==> src/hdl/dtdpw_pkg.sv <==
package dtdpw_pkg;

   // Field widths that do not follow from the coordinate width.
   localparam int DEPTH_BITS     = 16;
   localparam int DEPTH_MAG_BITS = DEPTH_BITS - 1;
   localparam int CHAN_BITS      = 8;
   localparam int FOCAL_BITS     = 12;
   localparam int BASE_BITS      = 10;
   localparam int PROD_BITS      = FOCAL_BITS + BASE_BITS;

   // Register reset values.
   localparam logic [FOCAL_BITS-1:0] FOCAL_RESET = FOCAL_BITS'(604);
   localparam logic [BASE_BITS-1:0]  BASE_RESET  = BASE_BITS'(50);

   // Register port geometry: two 32-bit registers at byte offsets 0 and 4.
   localparam int CSR_ADDR_BITS = 3;
   localparam int CSR_DATA_BITS = 32;

   // Quotient bits resolved by each divider stage.
   localparam int DIV_STEP = 3;

   // Register index, taken from the word address.
   typedef enum logic [0:0] {
      REG_FOCAL_LENGTH    = 1'b0,
      REG_STEREO_BASELINE = 1'b1
   } reg_index_type;

endpackage

==> src/hdl/dtdpw_div.sv <==
module dtdpw_div
   import dtdpw_pkg::*;
#(
   parameter int QUO_BITS      = 12,
   parameter int DIVIDEND_BITS = 22,
   parameter int DIVISOR_BITS  = 15,
   parameter int SIDE_BITS     = 48
) (
   input  logic                     clock,
   input  logic                     reset,
   input  logic                     in_valid,
   output logic                     in_ready,
   input  logic [DIVIDEND_BITS-1:0] in_dividend,
   input  logic [DIVISOR_BITS-1:0]  in_divisor,
   input  logic [SIDE_BITS-1:0]     in_side,
   output logic                     out_valid,
   input  logic                     out_ready,
   output logic [QUO_BITS-1:0]      out_quotient,
   output logic [SIDE_BITS-1:0]     out_side
);

   // The caller guarantees dividend < divisor << QUO_BITS, so QUO_BITS
   // quotient bits hold the full result.
   localparam int NUM_STAGES = (QUO_BITS + DIV_STEP - 1) / DIV_STEP;
   localparam int SHIFT_BITS = DIVISOR_BITS + QUO_BITS;
   localparam int WIDE_BITS  = (SHIFT_BITS > DIVIDEND_BITS) ? SHIFT_BITS : DIVIDEND_BITS;

   logic [DIVIDEND_BITS-1:0] rem_ff  [NUM_STAGES];
   logic [QUO_BITS-1:0]      quo_ff  [NUM_STAGES];
   logic [DIVISOR_BITS-1:0]  div_ff  [NUM_STAGES];
   logic [SIDE_BITS-1:0]     side_ff [NUM_STAGES];
   logic [NUM_STAGES-1:0]    vld_ff;

   // Stage inputs: index 0 is the port, index s+1 is the register of stage s.
   logic [DIVIDEND_BITS-1:0] stg_rem  [NUM_STAGES+1];
   logic [QUO_BITS-1:0]      stg_quo  [NUM_STAGES+1];
   logic [DIVISOR_BITS-1:0]  stg_div  [NUM_STAGES+1];
   logic [SIDE_BITS-1:0]     stg_side [NUM_STAGES+1];
   logic [NUM_STAGES:0]      stg_vld;
   logic [NUM_STAGES:0]      rdy;

   assign stg_rem[0]  = in_dividend;
   assign stg_quo[0]  = '0;
   assign stg_div[0]  = in_divisor;
   assign stg_side[0] = in_side;
   assign stg_vld[0]  = in_valid;

   assign rdy[NUM_STAGES] = out_ready;
   assign in_ready        = rdy[0];

   assign out_valid    = stg_vld[NUM_STAGES];
   assign out_quotient = stg_quo[NUM_STAGES];
   assign out_side     = stg_side[NUM_STAGES];

   for (genvar s = 0; s < NUM_STAGES; s++) begin : g_stage
      localparam int BIT_HI = QUO_BITS - 1 - s * DIV_STEP;
      localparam int STEPS  = (BIT_HI + 1 < DIV_STEP) ? BIT_HI + 1 : DIV_STEP;

      logic [DIVIDEND_BITS-1:0] rem_in;
      logic [QUO_BITS-1:0]      quo_in;
      logic [WIDE_BITS-1:0]     rem_wide;
      logic [WIDE_BITS-1:0]     trial;

      // Restoring division: try the shifted divisor for each quotient bit
      // of this stage, most significant first.
      always_comb begin
         rem_wide = WIDE_BITS'(stg_rem[s]);
         quo_in   = stg_quo[s];
         trial    = '0;
         for (int j = 0; j < STEPS; j++) begin
            trial = WIDE_BITS'(stg_div[s]) << (BIT_HI - j);
            if (rem_wide >= trial) begin
               rem_wide           = rem_wide - trial;
               quo_in[BIT_HI - j] = 1'b1;
            end
         end
         rem_in = DIVIDEND_BITS'(rem_wide);
      end

      // A stage takes a new beat when it is empty or its beat moves on.
      assign rdy[s] = !vld_ff[s] || rdy[s+1];

      always_ff @(posedge clock) begin
         if (reset) begin
            vld_ff[s] <= 1'b0;
         end else if (rdy[s]) begin
            vld_ff[s] <= stg_vld[s];
         end
         if (rdy[s]) begin
            rem_ff[s]  <= rem_in;
            quo_ff[s]  <= quo_in;
            div_ff[s]  <= stg_div[s];
            side_ff[s] <= stg_side[s];
         end
      end

      assign stg_rem[s+1]  = rem_ff[s];
      assign stg_quo[s+1]  = quo_ff[s];
      assign stg_div[s+1]  = div_ff[s];
      assign stg_side[s+1] = side_ff[s];
      assign stg_vld[s+1]  = vld_ff[s];
   end

`ifndef NO_ASSERTIONS
   // A finished division leaves a remainder below the divisor.
   a_rem_below_divisor: assert property (@(posedge clock) disable iff (reset)
      vld_ff[NUM_STAGES-1] |->
         (WIDE_BITS'(rem_ff[NUM_STAGES-1]) < WIDE_BITS'(div_ff[NUM_STAGES-1])))
      else $error("divider remainder not below divisor");

   // The input is held off only while the first stage holds a beat.
   a_stall_only_when_full: assert property (@(posedge clock) disable iff (reset)
      !in_ready |-> vld_ff[0])
      else $error("divider refused a beat with an empty first stage");

   // A beat held at the output by back-pressure stays there.
   a_hold_on_stall: assert property (@(posedge clock) disable iff (reset)
      (out_valid && !out_ready) |=> (out_valid && $stable(out_quotient)))
      else $error("divider output changed while held");
`endif

endmodule

==> src/hdl/depth_to_disparity_pixel_warp_top.sv <==
// Forward warp of one left-image pixel into the right view. Each beat carries a pixel's row,
// column, signed depth and three color channels; the block computes the disparity
// floor(focal_length * stereo_baseline / depth) and, when the depth is positive and the
// column minus the disparity is above zero, emits one beat with the same row, the shifted
// column and the colors; otherwise the pixel produces no result beat. The block takes one
// pixel every clock while req_stall is low and holds no state between pixels. It is made of an
// input stage that also screens out non-positive depths and disparities of 2^COORD_BITS or
// more, a pipelined restoring divider that settles three quotient bits per stage, and an
// output register. Focal length (offset 0) and baseline (offset 4) are to be written through
// the register port while no pixel is in flight; the block itself does not enforce this.
module depth_to_disparity_pixel_warp_top
   import dtdpw_pkg::*;
#(
   parameter int COORD_BITS = 12
) (
   input  logic                      clock,
   input  logic                      reset,
   // Register port.
   input  logic                      csr_psel,
   input  logic                      csr_penable,
   input  logic                      csr_pwrite,
   input  logic [CSR_ADDR_BITS-1:0]  csr_paddr,
   input  logic [CSR_DATA_BITS-1:0]  csr_pwdata,
   output logic [CSR_DATA_BITS-1:0]  csr_prdata,
   output logic                      csr_pready,
   // Pixel input.
   input  logic                      req_valid,
   output logic                      req_stall,
   input  logic [COORD_BITS-1:0]     req_pixel_row,
   input  logic [COORD_BITS-1:0]     req_pixel_col,
   input  logic signed [DEPTH_BITS-1:0] req_pixel_depth,
   input  logic [CHAN_BITS-1:0]      req_chan0,
   input  logic [CHAN_BITS-1:0]      req_chan1,
   input  logic [CHAN_BITS-1:0]      req_chan2,
   // Warped pixel output.
   output logic                      rsp_valid,
   input  logic                      rsp_stall,
   output logic [COORD_BITS-1:0]     rsp_dest_row,
   output logic [COORD_BITS-1:0]     rsp_dest_col,
   output logic [CHAN_BITS-1:0]      rsp_out_chan0,
   output logic [CHAN_BITS-1:0]      rsp_out_chan1,
   output logic [CHAN_BITS-1:0]      rsp_out_chan2
);

   localparam int DIV_W     = DEPTH_MAG_BITS + COORD_BITS;
   localparam int SIDE_BITS = 2 * COORD_BITS + 3 * CHAN_BITS;

   // ------------------------------------------------------------------
   // Configuration registers.
   // ------------------------------------------------------------------
   logic [FOCAL_BITS-1:0] focal_ff;
   logic [BASE_BITS-1:0]  base_ff;
   logic [PROD_BITS-1:0]  prod_ff;
   logic [FOCAL_BITS-1:0] focal_in;
   logic [BASE_BITS-1:0]  base_in;
   logic                  cfg_wr;
   reg_index_type         cfg_index;

   assign csr_pready = 1'b1;
   assign cfg_wr     = csr_psel && csr_penable && csr_pwrite && csr_pready;
   assign cfg_index  = reg_index_type'(csr_paddr[2]);

   // Next register values: a write replaces one of them.
   always_comb begin
      focal_in = focal_ff;
      base_in  = base_ff;
      if (cfg_wr) begin
         unique case (cfg_index)
            REG_FOCAL_LENGTH:    focal_in = csr_pwdata[FOCAL_BITS-1:0];
            REG_STEREO_BASELINE: base_in  = csr_pwdata[BASE_BITS-1:0];
         endcase
      end
   end

   // The disparity numerator is updated together with the registers, so a pixel
   // taken right after a write already sees the new product.
   always_ff @(posedge clock) begin
      if (reset) begin
         focal_ff <= FOCAL_RESET;
         base_ff  <= BASE_RESET;
         prod_ff  <= PROD_BITS'(FOCAL_RESET) * PROD_BITS'(BASE_RESET);
      end else begin
         focal_ff <= focal_in;
         base_ff  <= base_in;
         prod_ff  <= PROD_BITS'(focal_in) * PROD_BITS'(base_in);
      end
   end

   // Read back.
   always_comb begin
      unique case (cfg_index)
         REG_FOCAL_LENGTH:    csr_prdata = CSR_DATA_BITS'(focal_ff);
         REG_STEREO_BASELINE: csr_prdata = CSR_DATA_BITS'(base_ff);
      endcase
   end

   // ------------------------------------------------------------------
   // Input stage: screen the depth and register the beat.
   // ------------------------------------------------------------------
   logic                      a_vld_ff;
   logic [COORD_BITS-1:0]     a_row_ff;
   logic [COORD_BITS-1:0]     a_col_ff;
   logic [DEPTH_MAG_BITS-1:0] a_depth_ff;
   logic [CHAN_BITS-1:0]      a_chan0_ff;
   logic [CHAN_BITS-1:0]      a_chan1_ff;
   logic [CHAN_BITS-1:0]      a_chan2_ff;
   logic                      a_ready;
   logic                      depth_ok;
   logic                      disp_too_big;
   logic                      div_in_ready;

   assign depth_ok = !req_pixel_depth[DEPTH_BITS-1] && (req_pixel_depth != '0);

   // A disparity of 2^COORD_BITS or more never leaves a column above zero.
   assign disp_too_big = DIV_W'(prod_ff) >=
                         (DIV_W'(req_pixel_depth[DEPTH_MAG_BITS-1:0]) << COORD_BITS);

   assign a_ready   = !a_vld_ff || div_in_ready;
   assign req_stall = !a_ready;

   always_ff @(posedge clock) begin
      if (reset) begin
         a_vld_ff <= 1'b0;
      end else if (a_ready) begin
         a_vld_ff <= req_valid && depth_ok && !disp_too_big;
      end
      if (a_ready) begin
         a_row_ff   <= req_pixel_row;
         a_col_ff   <= req_pixel_col;
         a_depth_ff <= req_pixel_depth[DEPTH_MAG_BITS-1:0];
         a_chan0_ff <= req_chan0;
         a_chan1_ff <= req_chan1;
         a_chan2_ff <= req_chan2;
      end
   end

   // ------------------------------------------------------------------
   // Disparity divider, with the pixel riding alongside.
   // ------------------------------------------------------------------
   logic                  div_out_valid;
   logic                  div_out_ready;
   logic [COORD_BITS-1:0] disparity;
   logic [SIDE_BITS-1:0]  div_out_side;
   logic [COORD_BITS-1:0] d_row;
   logic [COORD_BITS-1:0] d_col;
   logic [CHAN_BITS-1:0]  d_chan0;
   logic [CHAN_BITS-1:0]  d_chan1;
   logic [CHAN_BITS-1:0]  d_chan2;

   dtdpw_div #(
      .QUO_BITS      (COORD_BITS),
      .DIVIDEND_BITS (PROD_BITS),
      .DIVISOR_BITS  (DEPTH_MAG_BITS),
      .SIDE_BITS     (SIDE_BITS)
   ) u_div (
      .clock        (clock),
      .reset        (reset),
      .in_valid     (a_vld_ff),
      .in_ready     (div_in_ready),
      .in_dividend  (prod_ff),
      .in_divisor   (a_depth_ff),
      .in_side      ({a_row_ff, a_col_ff, a_chan2_ff, a_chan1_ff, a_chan0_ff}),
      .out_valid    (div_out_valid),
      .out_ready    (div_out_ready),
      .out_quotient (disparity),
      .out_side     (div_out_side)
   );

   assign {d_row, d_col, d_chan2, d_chan1, d_chan0} = div_out_side;

   // ------------------------------------------------------------------
   // Output register: keep only targets right of column zero.
   // ------------------------------------------------------------------
   logic rsp_valid_ff;

   assign div_out_ready = !rsp_valid_ff || !rsp_stall;
   assign rsp_valid     = rsp_valid_ff;

   always_ff @(posedge clock) begin
      if (reset) begin
         rsp_valid_ff <= 1'b0;
      end else if (div_out_ready) begin
         rsp_valid_ff <= div_out_valid && (disparity < d_col);
      end
      if (div_out_ready) begin
         rsp_dest_row  <= d_row;
         rsp_dest_col  <= d_col - disparity;
         rsp_out_chan0 <= d_chan0;
         rsp_out_chan1 <= d_chan1;
         rsp_out_chan2 <= d_chan2;
      end
   end

`ifndef NO_ASSERTIONS
   // Column zero is never a target.
   a_no_col_zero: assert property (@(posedge clock) disable iff (reset)
      rsp_valid |-> (rsp_dest_col != '0))
      else $error("result beat targets column zero");

   // A beat without a positive depth never enters the pipeline.
   a_bad_depth_dropped: assert property (@(posedge clock) disable iff (reset)
      (req_valid && !req_stall && !depth_ok) |=> !a_vld_ff)
      else $error("beat with non-positive depth entered the pipeline");

   // The input is held off only while the input stage holds a beat.
   a_stall_only_when_full: assert property (@(posedge clock) disable iff (reset)
      req_stall |-> a_vld_ff)
      else $error("input stalled with an empty input stage");

   // The disparity numerator tracks the registers.
   a_prod_tracks_cfg: assert property (@(posedge clock) disable iff (reset)
      prod_ff == PROD_BITS'(focal_ff) * PROD_BITS'(base_ff))
      else $error("disparity numerator out of step with registers");
`endif

endmodule
==> config.mk <==
export PLATFORM = sky130hd
export DESIGN_NAME = depth_to_disparity_pixel_warp_top
export DESIGN_NICKNAME = d
export VERILOG_FILES = /design/src/hdl/dtdpw_pkg.sv /design/src/hdl/dtdpw_div.sv /design/src/hdl/depth_to_disparity_pixel_warp_top.sv
export SDC_FILE = /design/constraint.sdc
export NUM_CORES = 1
export LEC_CHECK = 0
export BUFFER_PORTS_ARGS = -buffer_cell sky130_fd_sc_hd__buf_2
export CAP_MARGIN = 20
export CORE_ASPECT_RATIO = 1.25
export CORE_MARGIN = 5
export CORE_UTILIZATION = 29
export DETAILED_ROUTE_END_ITERATION = 8
export GPL_TIMING_DRIVEN = 0
export PLACE_DENSITY = 0.52
export RECOVER_POWER = 100
export SLEW_MARGIN = 20
export SYNTH_ARGS = -nofsm -noshare
export SYNTH_HDL_FRONTEND = slang
export SYNTH_SLANG_ARGS = --single-unit
==> constraint.sdc <==
create_clock -name clock -period 16.46 [get_ports clock]
set_clock_uncertainty 0.05 [all_clocks]
set_input_delay 0.823 -clock clock [delete_from_list [all_inputs] [get_ports clock]]
set_output_delay 0.823 -clock clock [all_outputs]
set_load 0.02 [all_outputs]
* Word-level counts from Yosys, hierarchy flattened
Memory sizes are Yosys's and may differ from the RTL's.
Index checks and enable logic that the tools add are counted.
** Cells by class
- $add $sub $neg :: 13
- $mul :: 1
- Div/mod/pow operators :: 0
- $lt $le $gt $ge :: 14
- Equality and inequality tests :: 0
- Shifts and indexed selects :: 0
- Muxes and demuxes :: 37
- Bitwise gates (word level) :: 1
- Reductions and logical operators :: 23
** Operator list (number)
- 27-bit two-way mux :: 8
- 22-bit two-way mux :: 4
- 32-bit case mux with 2 select lines :: 1
- 22-bit by 27-bit >= comparator with 1-bit output :: 1
- 27-bit by 15-bit >= comparator with 1-bit output :: 1
- 27-bit by 16-bit >= comparator with 1-bit output :: 1
- 27-bit by 18-bit >= comparator with 1-bit output :: 1
- 27-bit by 19-bit >= comparator with 1-bit output :: 1
- 27-bit by 21-bit >= comparator with 1-bit output :: 1
- 27-bit by 22-bit >= comparator with 1-bit output :: 1
- 27-bit by 24-bit >= comparator with 1-bit output :: 1
- 27-bit by 25-bit >= comparator with 1-bit output :: 1
- 22-bit by 26-bit subtractor with 27-bit output :: 1
- 27-bit by 16-bit subtractor with 27-bit output :: 1
- 27-bit by 19-bit subtractor with 27-bit output :: 1
- 27-bit by 22-bit subtractor with 27-bit output :: 1
- 27-bit by 25-bit subtractor with 27-bit output :: 1
- 22-bit by 26-bit >= comparator with 1-bit output :: 1
- 12-bit two-way mux :: 2
- 22-bit by 23-bit subtractor with 24-bit output :: 1
- 22-bit by 23-bit >= comparator with 1-bit output :: 1
- 22-bit by 17-bit subtractor with 23-bit output :: 1
- 22-bit by 20-bit subtractor with 23-bit output :: 1
- 22-bit by 17-bit >= comparator with 1-bit output :: 1
- other kinds (15) :: 54
** Word-level totals
- Register bits :: 161
- Bits in latches :: 0
- RAM bits :: 388
- Memory bits (read-only) :: 0
- Input bits :: 106
- Output and inout port bits :: 83
- Memories :: 4
** Memory list
- u_div.side_ff :: words 4, width 48, rd ports 4, clocked after memory_dff 0, wr ports 4, line dtdpw_div.sv:31 : logic [SIDE_BITS-1:0] side_ff [NUM_STAGES];
- u_div.rem_ff :: words 4, width 22, rd ports 3, clocked after memory_dff 0, wr ports 4, line dtdpw_div.sv:28 : logic [DIVIDEND_BITS-1:0] rem_ff [NUM_STAGES];
- u_div.div_ff :: words 4, width 15, rd ports 3, clocked after memory_dff 0, wr ports 4, line dtdpw_div.sv:30 : logic [DIVISOR_BITS-1:0] div_ff [NUM_STAGES];
- u_div.quo_ff :: words 4, width 12, rd ports 4, clocked after memory_dff 0, wr ports 4, line dtdpw_div.sv:29 : logic [QUO_BITS-1:0] quo_ff [NUM_STAGES];

* Logic depth before layout (Yosys ltp)
- Word-level depth :: 8
- Gate-level depth with buffers :: 40

* Hierarchy
A second synthesis with hierarchy kept.
** Unflattened totals
- Cells, all modules :: 2679
- Area total of the unflattened synthesis :: 30484.2 µm²
** Modules (own cells, without submodules)
- dtdpw_div :: instances 1, cells an instance 1807, area each 20520.9 µm², sequential area each 10079.7 µm²
- depth_to_disparity_pixel_warp_top :: instances 1, cells an instance 872, area each 9963.3 µm², sequential area each 4254.1 µm²

* Least setup slack after synthesis
No wires, ideal clock.
- Path kind :: register -> register
- From :: memory u_div.rem_ff[1][5]
- To :: memory u_div.rem_ff[2][11] (data pin)
- Setup time :: 0.262 ns
- Arrival time :: 7.452 ns
- Required time :: 16.148 ns
- Path slack :: 8.696 ns
- Cell stages (with the launch flop) :: 38
- Path buffers :: 5
- Clock period less this slack :: 7.764 ns
- Cell sequence :: edfxtp_1 inv_1 ha_1 inv_1 fa_1 a21oi_1 o21ai_0 nor4b_2 nor3b_1 o21a_1 buf_2 buf_1 clkbuf_1 o21ai_0 ha_1 o21a_1 o21ai_0 a21o_1 (+2 left out) nor2_1 nor4b_2 and3_1 buf_6 mux2_2 ha_1 nor2b_1 o21ai_1 a21boi_1 o211ai_1 a21boi_1 o21ai_1 a21boi_1 or3_1 a21oi_1 a21boi_4 buf_4 mux2_1
** RTL lines (line)
- start, declared :: dtdpw_div.sv:28

==> impl_metrics.tcl <==
set metrics [dict create \
    outcome "finished, violations left" \
    violations "capacitance limit, slew limit" \
    cts_tree "built" \
    grt_max_degree 73 \
    worstSetupPathType "register to register" \
    avgSynthCellArea_um2 11.48 \
    initial_core_util_pct 29.21 \
    die_w_um 299.1 \
    wl_per_cell_um 17.33 \
    ctsResizeCount 0 \
    p_leak_nw 14.45 \
    cts.path.max_buffers 3 \
    cp-start-kind "register" \
    syn2layout_area_growth_pct 13.70 \
    synth.ff_latch_count 494 \
    port_buffers 144 \
    slew_headroom_pct -185.6 \
    grt_most_used_layer "met2" \
    root_buffer "clkbuf_16" \
    met1_usage_pct 15.77 \
    dpl.hpwl_mm 57.82 \
    placementRows 132 \
    finish.instance_area_um2 34450 \
    worstHoldStart "req_pixel_row[10]" \
    nets 3316 \
    finalSetupViolations 0 \
    worstPathMaxFanout 10 \
    fin_crit_sh_pct 68.09 \
    drive_gt1_share_pct 10.30 \
    coreArea_um2 103700 \
    final.min_clock_period_ns 11.21 \
    yosys.area.top_type "edfxtp_1" \
    h-tree-depth 2 \
    post-synth-top-count-cell "edfxtp_1" \
    groute.usage.overall_pct 12.98 \
    synth_cell_types 94 \
    antennaDiodeCount 0 \
    dieHeight_um 371.4 \
    slowest_stage "a21boi_0" \
    power_per_cell_area_nw_per_um2 186.3 \
    cts_sinks 494 \
    hold_path_class "primary input to register" \
    netlist_top_cells_count "444 x edfxtp_1, 254 x ha_1, 240 x inv_1" \
    grt_overflow 0 \
    reg2reg_depth 36 \
    synthArstFlopShare_pct 0 \
    endpoint_kind "register" \
    drt-vias-per-instance 4.732 \
    drv_slew 382 \
    ys_seq_area_share_pct 47.31 \
    clk_latency_ns 0.63 \
    hold_viol 0 \
    drt_iter0_markers 894 \
    ctsHoldBuffers 0 \
    r2r_slack_ns 5.25 \
    dr_total_vias 20120 \
    synth_ff_type "edfxtp_1" \
    rsz0062_at_grt "no" \
    r2r-end "u_div.rem_ff[2][13]$_DFFE_PP_" \
    post_cts_buffers 0 \
    synth_area_leaders "edfxtp_1 44%, ha_1 10%, fa_1 5.9%" \
    gp_congestion 0.8781 \
    grt.met2_usage_pct 24.00 \
    ant_nets 0 \
    cap_violations 8 \
    whs_endpoint "a_row_ff[10]$_DFFE_PN_" \
    worst_slew_pin_slew_ns 4.284 \
    syn_area_um2 30300 \
    holdPathStages 1 \
    dr.pass1.iters 5 \
    yosysTopAreaCellShare_pct 44.00 \
    vdd_ir_drop_max_mv 0.1094 \
    ioPinCount 189 \
    drc_errors 0 \
    cp_data_required_time_ns 16.76 \
    grt_pass1_vias 21090 \
    grtUsageMet3_pct 1.635 \
    numCtsBuffers 54 \
    yosysWarningCount 0 \
    arrival_ns 11.51 \
    path_clk_slew_ns 0.06 \
    fmax_ghz 0.08922 \
    detailed_place.area_um2 33000 \
    netlist_instances 2640 \
    routed_wl_mm 73.67 \
    antenna_found_initial 0 \
    synth_edf_count 444 \
    tns_ns 0 \
    rr_startpoint "u_div.div_ff[1][0]$_DFFE_PP_" \
    grt_pass1_wl_mm 115.1 \
    slowest_delay_ns 1.03 \
    dieArea_um2 111100 \
]
[cell type report]
type / count / area, um^2
multi-input combinational: 1865 / 14670
clock buffer: 65 / 1433
inverter: 240 / 903.4
buffer: 60 / 310.3
sequential: 494 / 14330
fill: 10500 / 69270
timing repair buffer: 151 / 653.1
clock inverter: 37 / 465.4
tap: 1340 / 1677
[state kept, by name, indices dropped and copies added, names as in the netlist]
| signal | cells |
|---|---|
| u_div.quo_ff | 30 |
| prod_ff | 22 |
| a_chan2_ff | 8 |
| focal_ff | 12 |
| base_ff | 10 |
| u_div.out_valid | 1 |
| u_div.rem_ff | 66 |
| u_div.side_ff | 192 |
| a_chan1_ff | 8 |
| u_div.stg_vld | 3 |
| a_vld_ff | 1 |
| a_chan0_ff | 8 |
| rsp_out_chan1 | 8 |
| u_div.div_ff | 45 |
| rsp_valid | 1 |
| a_depth_ff | 15 |
| a_col_ff | 12 |
| rsp_dest_col | 12 |
| rsp_out_chan0 | 8 |
| rsp_dest_row | 12 |
| a_row_ff | 12 |
| rsp_out_chan2 | 8 |
[logic make-up after synthesis]
kind of cell / after synthesis / synth area share (%)
flops: 494 / 47.31
mux: 150 / 5.451
other cells: 2 / 0.02479
compound gates: 530 / 11.46
simple gates: 678 / 10.98
buf+inv: 300 / 4.175
xor+xnor: 141 / 4.138
fa+ha+maj: 345 / 16.47
[power breakdown]
group / internal (mW) / total [mW] / switching [mW] / leakage [nW]
Clock: 0.741 / 1.26 / 0.521 / 0.929
Combinational: 1.54 / 3.48 / 1.94 / 8.38
Sequential: 1.59 / 1.68 / 0.0829 / 5.14
[cells in the final DEF (no fill, tap or decap), types with 15 or more instances in the layout]
master       n
nand2_1    172
o21bai_1    23
nor2b_1     43
nor2_1     202
nand4_1     33
mux2i_1     45
a21oi_1    145
conb_1      21
a21o_1      48
clkbuf_1   123
mux2_1      27
inv_1      238
nand2b_1    48
xor2_1      38
edfxtp_1   444
clkbuf_16   54
nand3_1     31
a31oi_1     15
nor3_1      46
buf_4       21
fa_1        90
mux2_2      78
o21a_1      37
o21ai_0    124
ha_1       254
xnor2_1    102
buf_2       74
and3_1      17
or3_1       15
dfxtp_1     50
a211oi_1    23
[metal layers]
metal / wire length [um] / vias to the layer above
met1: 31780 / 9659
met3: 2241 / 121
met4: 2380 / 0
li1: - / 10000
met2: 37270 / 340
met5: 0 / -
[metrics by stage]
stage                     power, mW  util [%]  hold WS [ns]  setup WS [ns]  instances
after global placement        5.198     31.59        0.3502          6.843       4143
final                         6.418     33.21        0.3039          5.252       4252
after detailed placement      5.207     31.82        0.3545          6.904       4150
after global routing          6.932     33.21        0.2607          4.377       4252
after floorplan               4.428         -        0.3503          8.696       2659
after CTS                     6.517     33.65        0.2550          6.845       4252
[worst max-delay path: cells and delay by family, from the launching register on]
family / cells / cell delay [ns]
buffers and inverters: 6 / 2.36
AND/OR/NAND/NOR: 8 / 1.79
multiplexers: 2 / 0.80
adder cells (fa/ha/maj): 4 / 1.32
flip-flops: 1 / 0.44
AO/OA/AOI/OAI: 16 / 4.15
[how the worst max path moves through the flow]
| stage | from | end | slack [ns] | cells after the start |
|---|---|---|---|---|
| final | u_div.div_ff[1][0]$_DFFE_PP_ | u_div.rem_ff[2][13]$_DFFE_PP_ | 5.25 | 36 |
| after global routing | u_div.div_ff[1][1]$_DFFE_PP_ | u_div.rem_ff[2][13]$_DFFE_PP_ | 4.38 | 35 |
| after CTS | a_depth_ff[0]$_DFFE_PN_ | u_div.rem_ff[0][20]$_DFFE_PP_ | 6.85 | 36 |
| after detailed placement | a_depth_ff[0]$_DFFE_PN_ | u_div.rem_ff[0][20]$_DFFE_PP_ | 6.90 | 36 |
| after global placement | prod_ff[3]$_SDFF_PP1_ | u_div.rem_ff[0][13]$_DFFE_PP_ | 6.84 | 34 |
| after floorplan | u_div.rem_ff[1][5]$_DFFE_PP_ | u_div.rem_ff[2][11]$_DFFE_PP_ | 8.70 | 37 |
No activity file was read; power rests on OpenSTA's default activity.
